<file path="src/rtl/core/tse_pkg.sv">
// Shared types and constants for the TLS server-name extractor.
// No dependencies; imported by every module of the block.
package tse_pkg;

	localparam int HEAD_BYTES  = 43;
	localparam int SNI_MIN_LEN = 5;

	localparam logic       KIND_NAME   = 1'b0;
	localparam logic       KIND_STATUS = 1'b1;

	localparam logic [1:0] ST_FOUND  = 2'd0;
	localparam logic [1:0] ST_ABSENT = 2'd1;
	localparam logic [1:0] ST_TRUNC  = 2'd2;

	typedef struct packed {
		logic [7:0] in_byte;
		logic       msg_last;
	} in_item_t;

	typedef struct packed {
		logic       out_kind;
		logic [7:0] out_byte;
		logic       name_last;
		logic [1:0] status;
	} out_item_t;

	// One queue entry: an optional hostname beat, then an optional status beat.
	typedef struct packed {
		logic       has_byte;
		logic [7:0] name_byte;
		logic       name_last;
		logic       has_status;
		logic [1:0] status;
	} tse_op_t;

endpackage

</file>
<file path="src/rtl/core/tse_chan_if.sv">
// Valid/ready stream channel carrying one payload struct.
// Payload type is chosen at instantiation (tse_pkg types).
interface tse_chan_if #(
	parameter type payload_t = logic
);
	logic     valid;
	logic     ready;
	payload_t data;

	modport source (output valid, output data, input ready);
	modport sink   (input valid, input data, output ready);
endinterface

</file>
<file path="src/rtl/core/tls_sni_extractor_core.sv">
// Top level of the streaming TLS ClientHello server-name extractor.
// Depends on tse_pkg, tse_chan_if, tse_parser, tse_queue, tse_emitter.
//
//  channel | dir | payload     | beat
//  --------+-----+-------------+-----------------------------------------------
//  hello   | in  | in_item_t   | one ClientHello byte, msg_last on final byte
//  host    | out | out_item_t  | one hostname byte, or the end-of-message status
//
// Flow: hello takes one byte per cycle while the op queue has room; the parser
//   decides each byte in that cycle and queues at most one op. The emitter sends
//   one beat per cycle while host is ready, so a byte that yields a hostname byte
//   and a status needs a host beat for each; the QUEUE_DEPTH-entry op queue absorbs that and short host stalls.
// Reset: arst_n clears parser state, queue pointers and count, and the emitter's
//   valid and byte-done flags; hello is ready in the first cycle after reset.
// Stalls: hello.ready drops only while the op queue is full.
module tls_sni_extractor_core
	import tse_pkg::*;
#(
	parameter int QUEUE_DEPTH = 4
) (
	input  logic       clk,
	input  logic       arst_n,
	tse_chan_if.sink   hello,
	tse_chan_if.source host
);

	tse_op_t   push_op, head_op;
	logic      push, q_ready, q_valid, pop;
	in_item_t  in_data;
	out_item_t out_data;
	logic      out_valid;

	assign in_data = hello.data;

	// front: byte classification and field walking
	tse_parser u_parser (
		.clk      (clk),
		.arst_n   (arst_n),
		.in_valid (hello.valid),
		.in_data  (in_data),
		.in_ready (hello.ready),
		.op_ready (q_ready),
		.op_push  (push),
		.op       (push_op)
	);

	// decoupling queue
	tse_queue #(
		.DEPTH (QUEUE_DEPTH)
	) u_queue (
		.clk      (clk),
		.arst_n   (arst_n),
		.push     (push),
		.wr_op    (push_op),
		.wr_ready (q_ready),
		.pop      (pop),
		.rd_valid (q_valid),
		.rd_op    (head_op)
	);

	// back: beat generation toward the consumer
	tse_emitter u_emitter (
		.clk       (clk),
		.arst_n    (arst_n),
		.op_valid  (q_valid),
		.op        (head_op),
		.op_pop    (pop),
		.out_valid (out_valid),
		.out_data  (out_data),
		.out_ready (host.ready)
	);

	assign host.valid = out_valid;
	assign host.data  = out_data;

endmodule

</file>
<file path="src/rtl/core/tse_parser.sv">
// Front end: walks the ClientHello one byte per beat and queues result ops.
// Depends on tse_pkg.
module tse_parser
	import tse_pkg::*;
(
	input  logic     clk,
	input  logic     arst_n,
	input  logic     in_valid,
	input  in_item_t in_data,
	output logic     in_ready,
	input  logic     op_ready,
	output logic     op_push,
	output tse_op_t  op
);

	localparam logic [3:0] PH_HEAD     = 4'd0;
	localparam logic [3:0] PH_SID_LEN  = 4'd1;
	localparam logic [3:0] PH_SID_SKIP = 4'd2;
	localparam logic [3:0] PH_CS_HI    = 4'd3;
	localparam logic [3:0] PH_CS_LO    = 4'd4;
	localparam logic [3:0] PH_CS_SKIP  = 4'd5;
	localparam logic [3:0] PH_CMP_LEN  = 4'd6;
	localparam logic [3:0] PH_CMP_SKIP = 4'd7;
	localparam logic [3:0] PH_EXT_HI   = 4'd8;
	localparam logic [3:0] PH_EXT_LO   = 4'd9;
	localparam logic [3:0] PH_EXT_HDR  = 4'd10;
	localparam logic [3:0] PH_EXT_SKIP = 4'd11;
	localparam logic [3:0] PH_SNI_HDR  = 4'd12;
	localparam logic [3:0] PH_NAME     = 4'd13;
	localparam logic [3:0] PH_DONE     = 4'd14;

	logic [3:0]  phase_q, phase_d;
	logic [5:0]  head_q, head_d;
	logic [15:0] skip_q, skip_d;
	logic [15:0] acc_q, acc_d;
	logic [15:0] ext_q, ext_d;
	logic [15:0] name_q, name_d;
	logic        found_q, found_d;
	logic        emit, emit_last;
	logic [16:0] used;
	logic [7:0]  b;
	logic        accept;
	logic [1:0]  st;

	assign b        = in_data.in_byte;
	assign in_ready = op_ready;
	assign accept   = in_valid && op_ready;

	// next phase when an extension header may start (needs 4 bytes left)
	function automatic logic [3:0] ext_gate(input logic [15:0] left);
		return (left < 16'd4) ? PH_DONE : PH_EXT_HDR;
	endfunction

	always_comb begin
		phase_d   = phase_q;
		head_d    = head_q;
		skip_d    = skip_q;
		acc_d     = acc_q;
		ext_d     = ext_q;
		name_d    = name_q;
		found_d   = found_q;
		emit      = 1'b0;
		emit_last = 1'b0;
		used      = 17'd4 + {1'b0, acc_d};
		case (phase_q)
			PH_HEAD: begin
				head_d = head_q + 6'd1;
				if (head_d >= 6'(HEAD_BYTES)) phase_d = PH_SID_LEN;
			end
			PH_SID_LEN, PH_CMP_LEN: begin
				skip_d = {8'h00, b};
				if (phase_q == PH_SID_LEN)
					phase_d = (b == 8'h00) ? PH_CS_HI : PH_SID_SKIP;
				else
					phase_d = (b == 8'h00) ? PH_EXT_HI : PH_CMP_SKIP;
			end
			PH_SID_SKIP, PH_CS_SKIP, PH_CMP_SKIP: begin
				skip_d = skip_q - 16'd1;
				if (skip_d == 16'd0) begin
					case (phase_q)
						PH_SID_SKIP: phase_d = PH_CS_HI;
						PH_CS_SKIP:  phase_d = PH_CMP_LEN;
						default:     phase_d = PH_EXT_HI;
					endcase
				end
			end
			PH_CS_HI, PH_EXT_HI: begin
				acc_d   = {8'h00, b};
				phase_d = (phase_q == PH_CS_HI) ? PH_CS_LO : PH_EXT_LO;
			end
			PH_CS_LO: begin
				skip_d  = {acc_q[7:0], b};
				phase_d = (skip_d == 16'd0) ? PH_CMP_LEN : PH_CS_SKIP;
			end
			PH_EXT_LO: begin
				ext_d   = {acc_q[7:0], b};
				phase_d = ext_gate(ext_d);
				head_d  = 6'd0;
			end
			PH_EXT_HDR: begin
				if (head_q == 6'd0 || head_q == 6'd2) acc_d = {8'h00, b};
				else acc_d = {acc_q[7:0], b};
				used = 17'd4 + {1'b0, acc_d};
				if (head_q == 6'd1) begin
					skip_d = acc_d;   // extension type
					head_d = 6'd2;
				end else if (head_q == 6'd3) begin
					ext_d = ({1'b0, ext_q} > used) ? (ext_q - used[15:0]) : 16'd0;
					if (skip_q == 16'd0 && acc_d >= 16'(SNI_MIN_LEN)) begin
						skip_d  = acc_d - 16'(SNI_MIN_LEN);
						head_d  = 6'd0;
						phase_d = PH_SNI_HDR;
					end else begin
						skip_d = acc_d;
						if (acc_d == 16'd0) begin
							phase_d = ext_gate(ext_d);
							head_d  = 6'd0;
						end else begin
							phase_d = PH_EXT_SKIP;
						end
					end
				end else begin
					head_d = head_q + 6'd1;
				end
			end
			PH_EXT_SKIP: begin
				skip_d = skip_q - 16'd1;
				if (skip_d == 16'd0) begin
					phase_d = ext_gate(ext_q);
					head_d  = 6'd0;
				end
			end
			PH_SNI_HDR: begin
				if (head_q == 6'd2) acc_d = {8'h00, b};        // name type
				else if (head_q == 6'd3) name_d = {8'h00, b};
				else if (head_q == 6'd4) name_d = {name_q[7:0], b};
				if (head_q >= 6'd4) begin
					if (acc_d == 16'd0) begin
						phase_d = (name_d == 16'd0) ? PH_DONE : PH_NAME;
					end else if (skip_q == 16'd0) begin
						phase_d = ext_gate(ext_q);
						head_d  = 6'd0;
					end else begin
						phase_d = PH_EXT_SKIP;
					end
				end else begin
					head_d = head_q + 6'd1;
				end
			end
			PH_NAME: begin
				name_d    = name_q - 16'd1;
				emit      = 1'b1;
				emit_last = (name_d == 16'd0);
				if (name_d == 16'd0) begin
					found_d = 1'b1;
					phase_d = PH_DONE;
				end
			end
			default: phase_d = PH_DONE;
		endcase
	end

	always_comb begin
		if (found_d) st = ST_FOUND;
		else if (phase_d == PH_NAME) st = ST_TRUNC;
		else st = ST_ABSENT;
	end

	assign op_push       = accept && (emit || in_data.msg_last);
	assign op.has_byte   = emit;
	assign op.name_byte  = b;
	assign op.name_last  = emit_last;
	assign op.has_status = in_data.msg_last;
	assign op.status     = st;

	always_ff @(posedge clk or negedge arst_n) begin
		if (!arst_n) begin
			phase_q <= PH_HEAD;
			head_q  <= '0;
			skip_q  <= '0;
			acc_q   <= '0;
			ext_q   <= '0;
			name_q  <= '0;
			found_q <= 1'b0;
		end else if (accept) begin
			if (in_data.msg_last) begin
				phase_q <= PH_HEAD;
				head_q  <= '0;
				skip_q  <= '0;
				acc_q   <= '0;
				ext_q   <= '0;
				name_q  <= '0;
				found_q <= 1'b0;
			end else begin
				phase_q <= phase_d;
				head_q  <= head_d;
				skip_q  <= skip_d;
				acc_q   <= acc_d;
				ext_q   <= ext_d;
				name_q  <= name_d;
				found_q <= found_d;
			end
		end
	end

endmodule

</file>
<file path="src/rtl/core/tse_queue.sv">
// Small FIFO of result ops between the parser and the emitter.
// Depends on tse_pkg.
module tse_queue
	import tse_pkg::*;
#(
	parameter int DEPTH = 4
) (
	input  logic    clk,
	input  logic    arst_n,
	input  logic    push,
	input  tse_op_t wr_op,
	output logic    wr_ready,
	input  logic    pop,
	output logic    rd_valid,
	output tse_op_t rd_op
);

	localparam int PW = (DEPTH > 1) ? $clog2(DEPTH) : 1;
	localparam int CW = $clog2(DEPTH + 1);

	tse_op_t         mem_q [DEPTH];
	logic [PW-1:0]   wr_ptr_q, rd_ptr_q;
	logic [CW-1:0]   count_q;
	logic            do_push, do_pop;

	assign wr_ready = (count_q != CW'(DEPTH));
	assign rd_valid = (count_q != '0);
	assign rd_op    = mem_q[rd_ptr_q];
	assign do_push  = push && wr_ready;
	assign do_pop   = pop && rd_valid;

	function automatic logic [PW-1:0] bump(input logic [PW-1:0] p);
		return (p == PW'(DEPTH - 1)) ? '0 : p + PW'(1);
	endfunction

	always_ff @(posedge clk) begin
		if (do_push) mem_q[wr_ptr_q] <= wr_op;
	end

	always_ff @(posedge clk or negedge arst_n) begin
		if (!arst_n) begin
			wr_ptr_q <= '0;
			rd_ptr_q <= '0;
			count_q  <= '0;
		end else begin
			if (do_push) wr_ptr_q <= bump(wr_ptr_q);
			if (do_pop)  rd_ptr_q <= bump(rd_ptr_q);
			if (do_push && !do_pop) count_q <= count_q + CW'(1);
			else if (do_pop && !do_push) count_q <= count_q - CW'(1);
		end
	end

endmodule

</file>
<file path="src/rtl/core/tse_emitter.sv">
// Back end: turns queued ops into output beats through an output register.
// Depends on tse_pkg.
module tse_emitter
	import tse_pkg::*;
(
	input  logic      clk,
	input  logic      arst_n,
	input  logic      op_valid,
	input  tse_op_t   op,
	output logic      op_pop,
	output logic      out_valid,
	output out_item_t out_data,
	input  logic      out_ready
);

	logic      valid_q;
	out_item_t data_q;
	logic      byte_done_q;   // hostname beat of head op already sent
	logic      load;
	logic      send_byte;

	assign load      = op_valid && (!valid_q || out_ready);
	assign send_byte = op.has_byte && !byte_done_q;
	assign op_pop    = load && !(send_byte && op.has_status);
	assign out_valid = valid_q;
	assign out_data  = data_q;

	always_ff @(posedge clk) begin
		if (load) begin
			if (send_byte) begin
				data_q.out_kind  <= KIND_NAME;
				data_q.out_byte  <= op.name_byte;
				data_q.name_last <= op.name_last;
				data_q.status    <= ST_FOUND;
			end else begin
				data_q.out_kind  <= KIND_STATUS;
				data_q.out_byte  <= 8'h00;
				data_q.name_last <= 1'b0;
				data_q.status    <= op.status;
			end
		end
	end

	always_ff @(posedge clk or negedge arst_n) begin
		if (!arst_n) begin
			valid_q     <= 1'b0;
			byte_done_q <= 1'b0;
		end else begin
			if (load) valid_q <= 1'b1;
			else if (out_ready) valid_q <= 1'b0;
			if (load) byte_done_q <= send_byte && op.has_status;
		end
	end

endmodule
</file>
<file path="src/flat_wrapper.sv">
// flat-port wrapper written by rule: the top's interface ports become plain ports
module tls_sni_extractor_core_flat import tse_pkg::*;
#(
	parameter int QUEUE_DEPTH = 4
)
  (clk, arst_n, hello_valid, hello_data, hello_ready, host_valid, host_data, host_ready);
  tse_chan_if hello_i ();
  tse_chan_if host_i ();
  input  logic clk;
  input  logic arst_n;
  input wire logic [$bits(hello_i.valid)-1:0] hello_valid;
  input wire logic [$bits(hello_i.data)-1:0] hello_data;
  output wire logic [$bits(hello_i.ready)-1:0] hello_ready;
  output wire logic [$bits(host_i.valid)-1:0] host_valid;
  output wire logic [$bits(host_i.data)-1:0] host_data;
  input wire logic [$bits(host_i.ready)-1:0] host_ready;
  assign hello_i.valid = hello_valid;
  assign hello_i.data = hello_data;
  assign hello_ready = hello_i.ready;
  assign host_valid = host_i.valid;
  assign host_data = host_i.data;
  assign host_i.ready = host_ready;
  tls_sni_extractor_core #(.QUEUE_DEPTH(QUEUE_DEPTH)) u_core (.clk(clk), .arst_n(arst_n), .hello(hello_i), .host(host_i));
endmodule
</file>
<file path="config.mk">
export PLATFORM = sky130hd
export DESIGN_NAME = tls_sni_extractor_core_flat
export DESIGN_NICKNAME = d
export VERILOG_FILES = /design/src/rtl/core/tse_pkg.sv /design/src/rtl/core/tse_chan_if.sv /design/src/rtl/core/tls_sni_extractor_core.sv /design/src/rtl/core/tse_parser.sv /design/src/rtl/core/tse_queue.sv /design/src/rtl/core/tse_emitter.sv /design/src/flat_wrapper.sv
export SDC_FILE = /design/constraint.sdc
export NUM_CORES = 1
export LEC_CHECK = 0
export BUFFER_PORTS_ARGS = -buffer_cell sky130_fd_sc_hd__clkbuf_2
export CORE_AREA = 2 2 113 115
export CTS_BUF_LIST = sky130_fd_sc_hd__clkbuf_4 sky130_fd_sc_hd__clkbuf_8
export CTS_CLUSTER_DIAMETER = 100
export DETAILED_ROUTE_END_ITERATION = 12
export DIE_AREA = 0 0 115 117
export PLACE_DENSITY = 0.77
export SYNTH_ARGS = -nofsm -noshare
export SYNTH_HDL_FRONTEND = slang
export SYNTH_SLANG_ARGS = --single-unit
</file>
<file path="constraint.sdc">
create_clock -name clk -period 6.6 [get_ports clk]
set_input_delay 0.99 -clock clk [delete_from_list [all_inputs] [get_ports clk]]
set_output_delay 0.99 -clock clk [all_outputs]
set_load 0.01 [all_outputs]
</file>
==> run summary <==
Final period util -> 63.7%
Clock share of power -> 25.1%
Std-Cell Rows -> 41
Flops & latches, synth -> 95
TNS Setup -> 0 ns
Antenna diodes -> 0
Post-CTS setup buffer count -> 0
Worst Path Arrival -> 4.33 ns
CP endpoint kind -> flip-flop
Vias in the first global route -> 5,917
Slew HR -> 28.6%
Crit start category -> flip-flop
Worst-margin pin slew -> 1.07 ns
Seq pwr share -> 46.0%
P_int -> 0.950 mW
Share of layout cells above drive strength 1 -> 6.15%
Gpl congestion -> 0.971
Worst path required time -> 6.73 ns
Top FF cell, synth -> dfrtp_1
Setup violators final -> 0
Min Tclk post-route -> 4.20 ns
Global-route wire length before repair -> 29,200 um
HP Start -> u_core.u_emitter.byte_done_q$_DFFE_PN0P_
Outcome -> completed
HPWL after DPL -> 12,400 um
Port bufs -> 7
Number of synthesized flops with an enable pin -> 13
Sequential element share of the synthesized area -> 36.6%
Hold EP -> u_core.u_emitter.byte_done_q$_DFFE_PN0P_
Ys Warns -> 0
FF-to-FF Start -> u_core.u_parser.head_q[0]$_DFFE_PN0P_
CP delay by family, top -> compound AO/OA/AOI/OAI gates
Iter 0 DRT Violations -> 665
Total gr overflow -> 0
Die width -> 115 um
Initial antenna violation count -> 0
Switch share -> 38.3%
RSZ-0062 raised after global routing -> no
DR vias -> 6,315
Net count, final -> 808
Core Area -> 0.0123 sq mm
Layout Skew -> 0.0172 ns
Critical path type -> flip-flop to flip-flop
Root buf cell -> clkbuf_8
Max Cap Viol -> 0
Cell count of the worst reg-to-reg path -> 15
Max incr delay on CP -> 0.61 ns
Total die area -> 0.0135 sq mm
Syn nets -> 834
Cell leakage power -> 2.90 nW
Mapped Area -> 0.00667 sq mm
DR pass1 iterations -> 6
Reg-to-reg critical path endpoint -> u_core.u_queue.mem_q[3][0]$_DFFE_PP_
Worst hold stages -> 1
Vias/cell -> 6.78
Reg clk slew, reported paths -> 0.11 ns
# hold bufs at CTS -> 0
Top Ports -> 8
CTS tree -> built
Crit path launch -> u_core.u_parser.head_q[0]$_DFFE_PN0P_
Reg2Reg Setup Slack -> 2.40 ns
Bufs on Longest Clock Path -> 2
Final Hold Viols -> 0
CTS H-tree lvls -> 3
Maximum vdd drop -> 0.000131 V
WHS -> 0.495 ns
Part of the power in combinational logic -> 28.9%
Post-CTS Resized -> 0
Register area -> 0.00244 sq mm
CP max stage cell -> a2111oi_0
CP max FO -> 23
TritonCTS Sinks -> 95
Gr usage total -> 27.1%
Drc violations -> 0
Max Slew Vio Count -> 0
Fmax achieved -> 238 MHz
Psw -> 0.591 mW
Initial core utilization -> 54.2%
Routed len/inst -> 18.7 um
Netlist cell types -> 77
Clock latency on the worst-skew pair -> 0.40 ns
Synth Instances -> 802
Filler cells -> 1,103
Synth Area per Inst -> 8.32 sq um
Crit path buf inv count -> 2
Footprint of the multi-input gates -> 0.00394 sq mm
CTS Buf Count -> 9
Largest net degree at the start of global routing -> 83
Crit-path cells -> inv_1 -> ha_1 -> o21ai_1 -> buf_4 -> nand2_1 -> ha_1 -> nor3_1 -> a2111oi_0 -> o221ai_1 -> xnor2_1 -> o21bai_1 -> o311ai_0 -> nor2_1 -> nor2_1 -> a211oi_2
Drt total wl -> 17,400 um
Worst hold path class -> flip-flop to flip-flop
Die boundary height -> 117 um
Ys async rst share -> 86.3%
Area Overhead vs Synth -> 3.90%
Post-route ant nets -> 0
Pwr per Cell Area -> 222 mW/mm^2
==> logic make-up (layout without fill, tap and decap cells) <==
| group | Yosys count | count (layout) | share of synthesized area (%) |
|---|---|---|---|
| AND/OR/NAND/NOR | 338 | 338 | 25.4 |
| XOR/XNOR | 25 | 25 | 3.28 |
| flip-flops | 95 | 95 | 36.6 |
| adder cells (fa/ha/maj) | 27 | 27 | 5.18 |
| multiplexers | 7 | 7 | 1.65 |
| buffers and inverters | 75 | 54 | 4.32 |
| AO/OA/AOI/OAI | 235 | 235 | 23.6 |
==> placed cells by master (no fill, tap or decap), types with 4 or more instances in the layout <==
master,n
a32o_1,5
clkbuf_8,9
ha_1,26
and2_1,16
nor3_1,25
xor2_1,7
inv_1,26
o41ai_1,4
dfrtp_1,82
a222oi_1,4
nor4_1,21
a22o_1,16
nand4_1,9
o31ai_1,16
nand2_1,95
o21ai_1,8
a22oi_1,4
a21oi_1,36
nor4b_1,4
a221oi_1,7
o22ai_1,7
xnor2_1,18
or3_1,5
edfxtp_1,13
nor3b_1,6
and3_1,9
nor2_1,81
a211oi_1,9
clkbuf_2,6
nand3b_1,4
o21a_1,5
buf_4,6
o21ai_0,69
nand2b_1,5
a31oi_1,8
nor2b_1,8
nand3_1,29
==> power by group through the flow <==
stage | combinational, mW | sequential (mW) | clock [mW]
5_1_grt | 0.495 | 0.719 | 0.421
3_3_place_gp | 0.419 | 0.713 | 0
6_report | 0.445 | 0.709 | 0.386
4_1_cts | 0.443 | 0.708 | 0.396
3_5_place_dp | 0.441 | 0.720 | 0
2_1_floorplan | 0.329 | 0.703 | 0
==> synth_stat cells, types with 4 or more instances <==
| master | count | area, sq um |
|---|---|---|
| o21ai_1 | 8 | 40.0 |
| a221oi_1 | 7 | 61.3 |
| a21oi_1 | 36 | 180 |
| nor3_1 | 25 | 125 |
| o31ai_1 | 16 | 120 |
| a22oi_1 | 4 | 30.0 |
| clkbuf_1 | 41 | 154 |
| a32o_1 | 5 | 50.1 |
| nor2_1 | 81 | 304 |
| edfxtp_1 | 13 | 390 |
| nor2b_1 | 8 | 50.1 |
| inv_1 | 26 | 97.6 |
| a31oi_1 | 8 | 50.1 |
| o41ai_1 | 4 | 35.0 |
| and3_1 | 9 | 56.3 |
| or3_1 | 5 | 31.3 |
| nor3b_1 | 6 | 45.0 |
| a211oi_1 | 9 | 67.6 |
| a222oi_1 | 4 | 40.0 |
| xor2_1 | 7 | 61.3 |
| ha_1 | 26 | 325 |
| nand4_1 | 9 | 56.3 |
| dfrtp_1 | 82 | 2050 |
| o21ai_0 | 69 | 345 |
| buf_2 | 5 | 25.0 |
| nor4b_1 | 4 | 35.0 |
| xnor2_1 | 18 | 158 |
| o22ai_1 | 7 | 43.8 |
| a22o_1 | 16 | 140 |
| nand2b_1 | 5 | 31.3 |
| and2_1 | 16 | 100 |
| nand3_1 | 29 | 145 |
| nand2_1 | 95 | 357 |
| nor4_1 | 21 | 131 |
| nand3b_1 | 4 | 30.0 |
| o21a_1 | 5 | 37.5 |
==> flip-flops by register name, indices dropped and copies added, names as in the netlist <==
signal	count
u_core.u_queue.wr_ptr_q	2
u_core.u_parser.phase_q	4
u_core.u_emitter.byte_done_q	1
u_core.u_parser.found_q	1
u_core.u_emitter.out_valid	1
u_core.u_parser.name_q	16
u_core.u_queue.count_q	3
u_core.u_parser.skip_q	16
u_core.u_queue.rd_ptr_q	2
u_core.u_parser.ext_q	14
u_core.u_emitter.out_data	1
u_core.u_queue.mem_q	12
u_core.u_parser.head_q	6
u_core.u_parser.acc_q	16
==> worst register-to-register path, delay by kind of cell (launching register included) <==
| kind | cells | cell delay [ns] |
|---|---|---|
| compound gates | 6 | 1.64 |
| flops | 1 | 0.51 |
| simple gates | 4 | 0.50 |
| fa+ha+maj | 2 | 0.69 |
| buf+inv | 2 | 0.41 |
| xor+xnor | 1 | 0.19 |
==> area by class of cell <==
class / count / area share (%)
Multi-Input combinational cell: 632 / 56.8
Sequential cell: 95 / 35.2
Tap cell: 150 / 2.71
Clock buffer: 9 / 1.79
Inverter: 26 / 1.41
Timing Repair Buffer: 12 / 1.08
Clock inverter: 7 / 0.921
==> worst max-delay path by stage <==
| stage | endpoint | slack (ns) | depth (start not counted) |
|---|---|---|---|
| final | u_core.u_queue.mem_q[3][0]$_DFFE_PP_ | 2.40 | 15 |
| after floorplan | u_core.u_queue.mem_q[0][0]$_DFFE_PP_ | 2.68 | 16 |
| after global routing | u_core.u_queue.mem_q[1][0]$_DFFE_PP_ | 2.01 | 15 |
| after global placement | u_core.u_queue.mem_q[0][0]$_DFFE_PP_ | 2.65 | 15 |
| after CTS | u_core.u_queue.mem_q[1][0]$_DFFE_PP_ | 2.43 | 15 |
| after detailed placement | u_core.u_queue.mem_q[0][0]$_DFFE_PP_ | 2.49 | 15 |
==> routing by layer <==
metal,global-route usage (%),vias up,wire [um]
met4,10.0,0,472
li1,-,2919,-
met1,36.5,3047,7520
met5,0,-,0
met3,4.69,58,1160
met2,44.1,291,8250
==> through the flow <==
stage / power [mW] / setup WS [ns] / utilization (%) / area, sq um / instances
global placement: 1.13 / 2.65 / 54.8 / 6740 / 915
detailed placement: 1.16 / 2.49 / 54.8 / 6740 / 915
finish: 1.54 / 2.40 / 56.3 / 6930 / 931
floorplan: 1.03 / 2.68 / - / 6670 / 802
global route: 1.64 / 2.01 / 56.3 / 6930 / 931
CTS: 1.55 / 2.43 / 56.3 / 6930 / 931
Power figures use the tool's default switching activity.
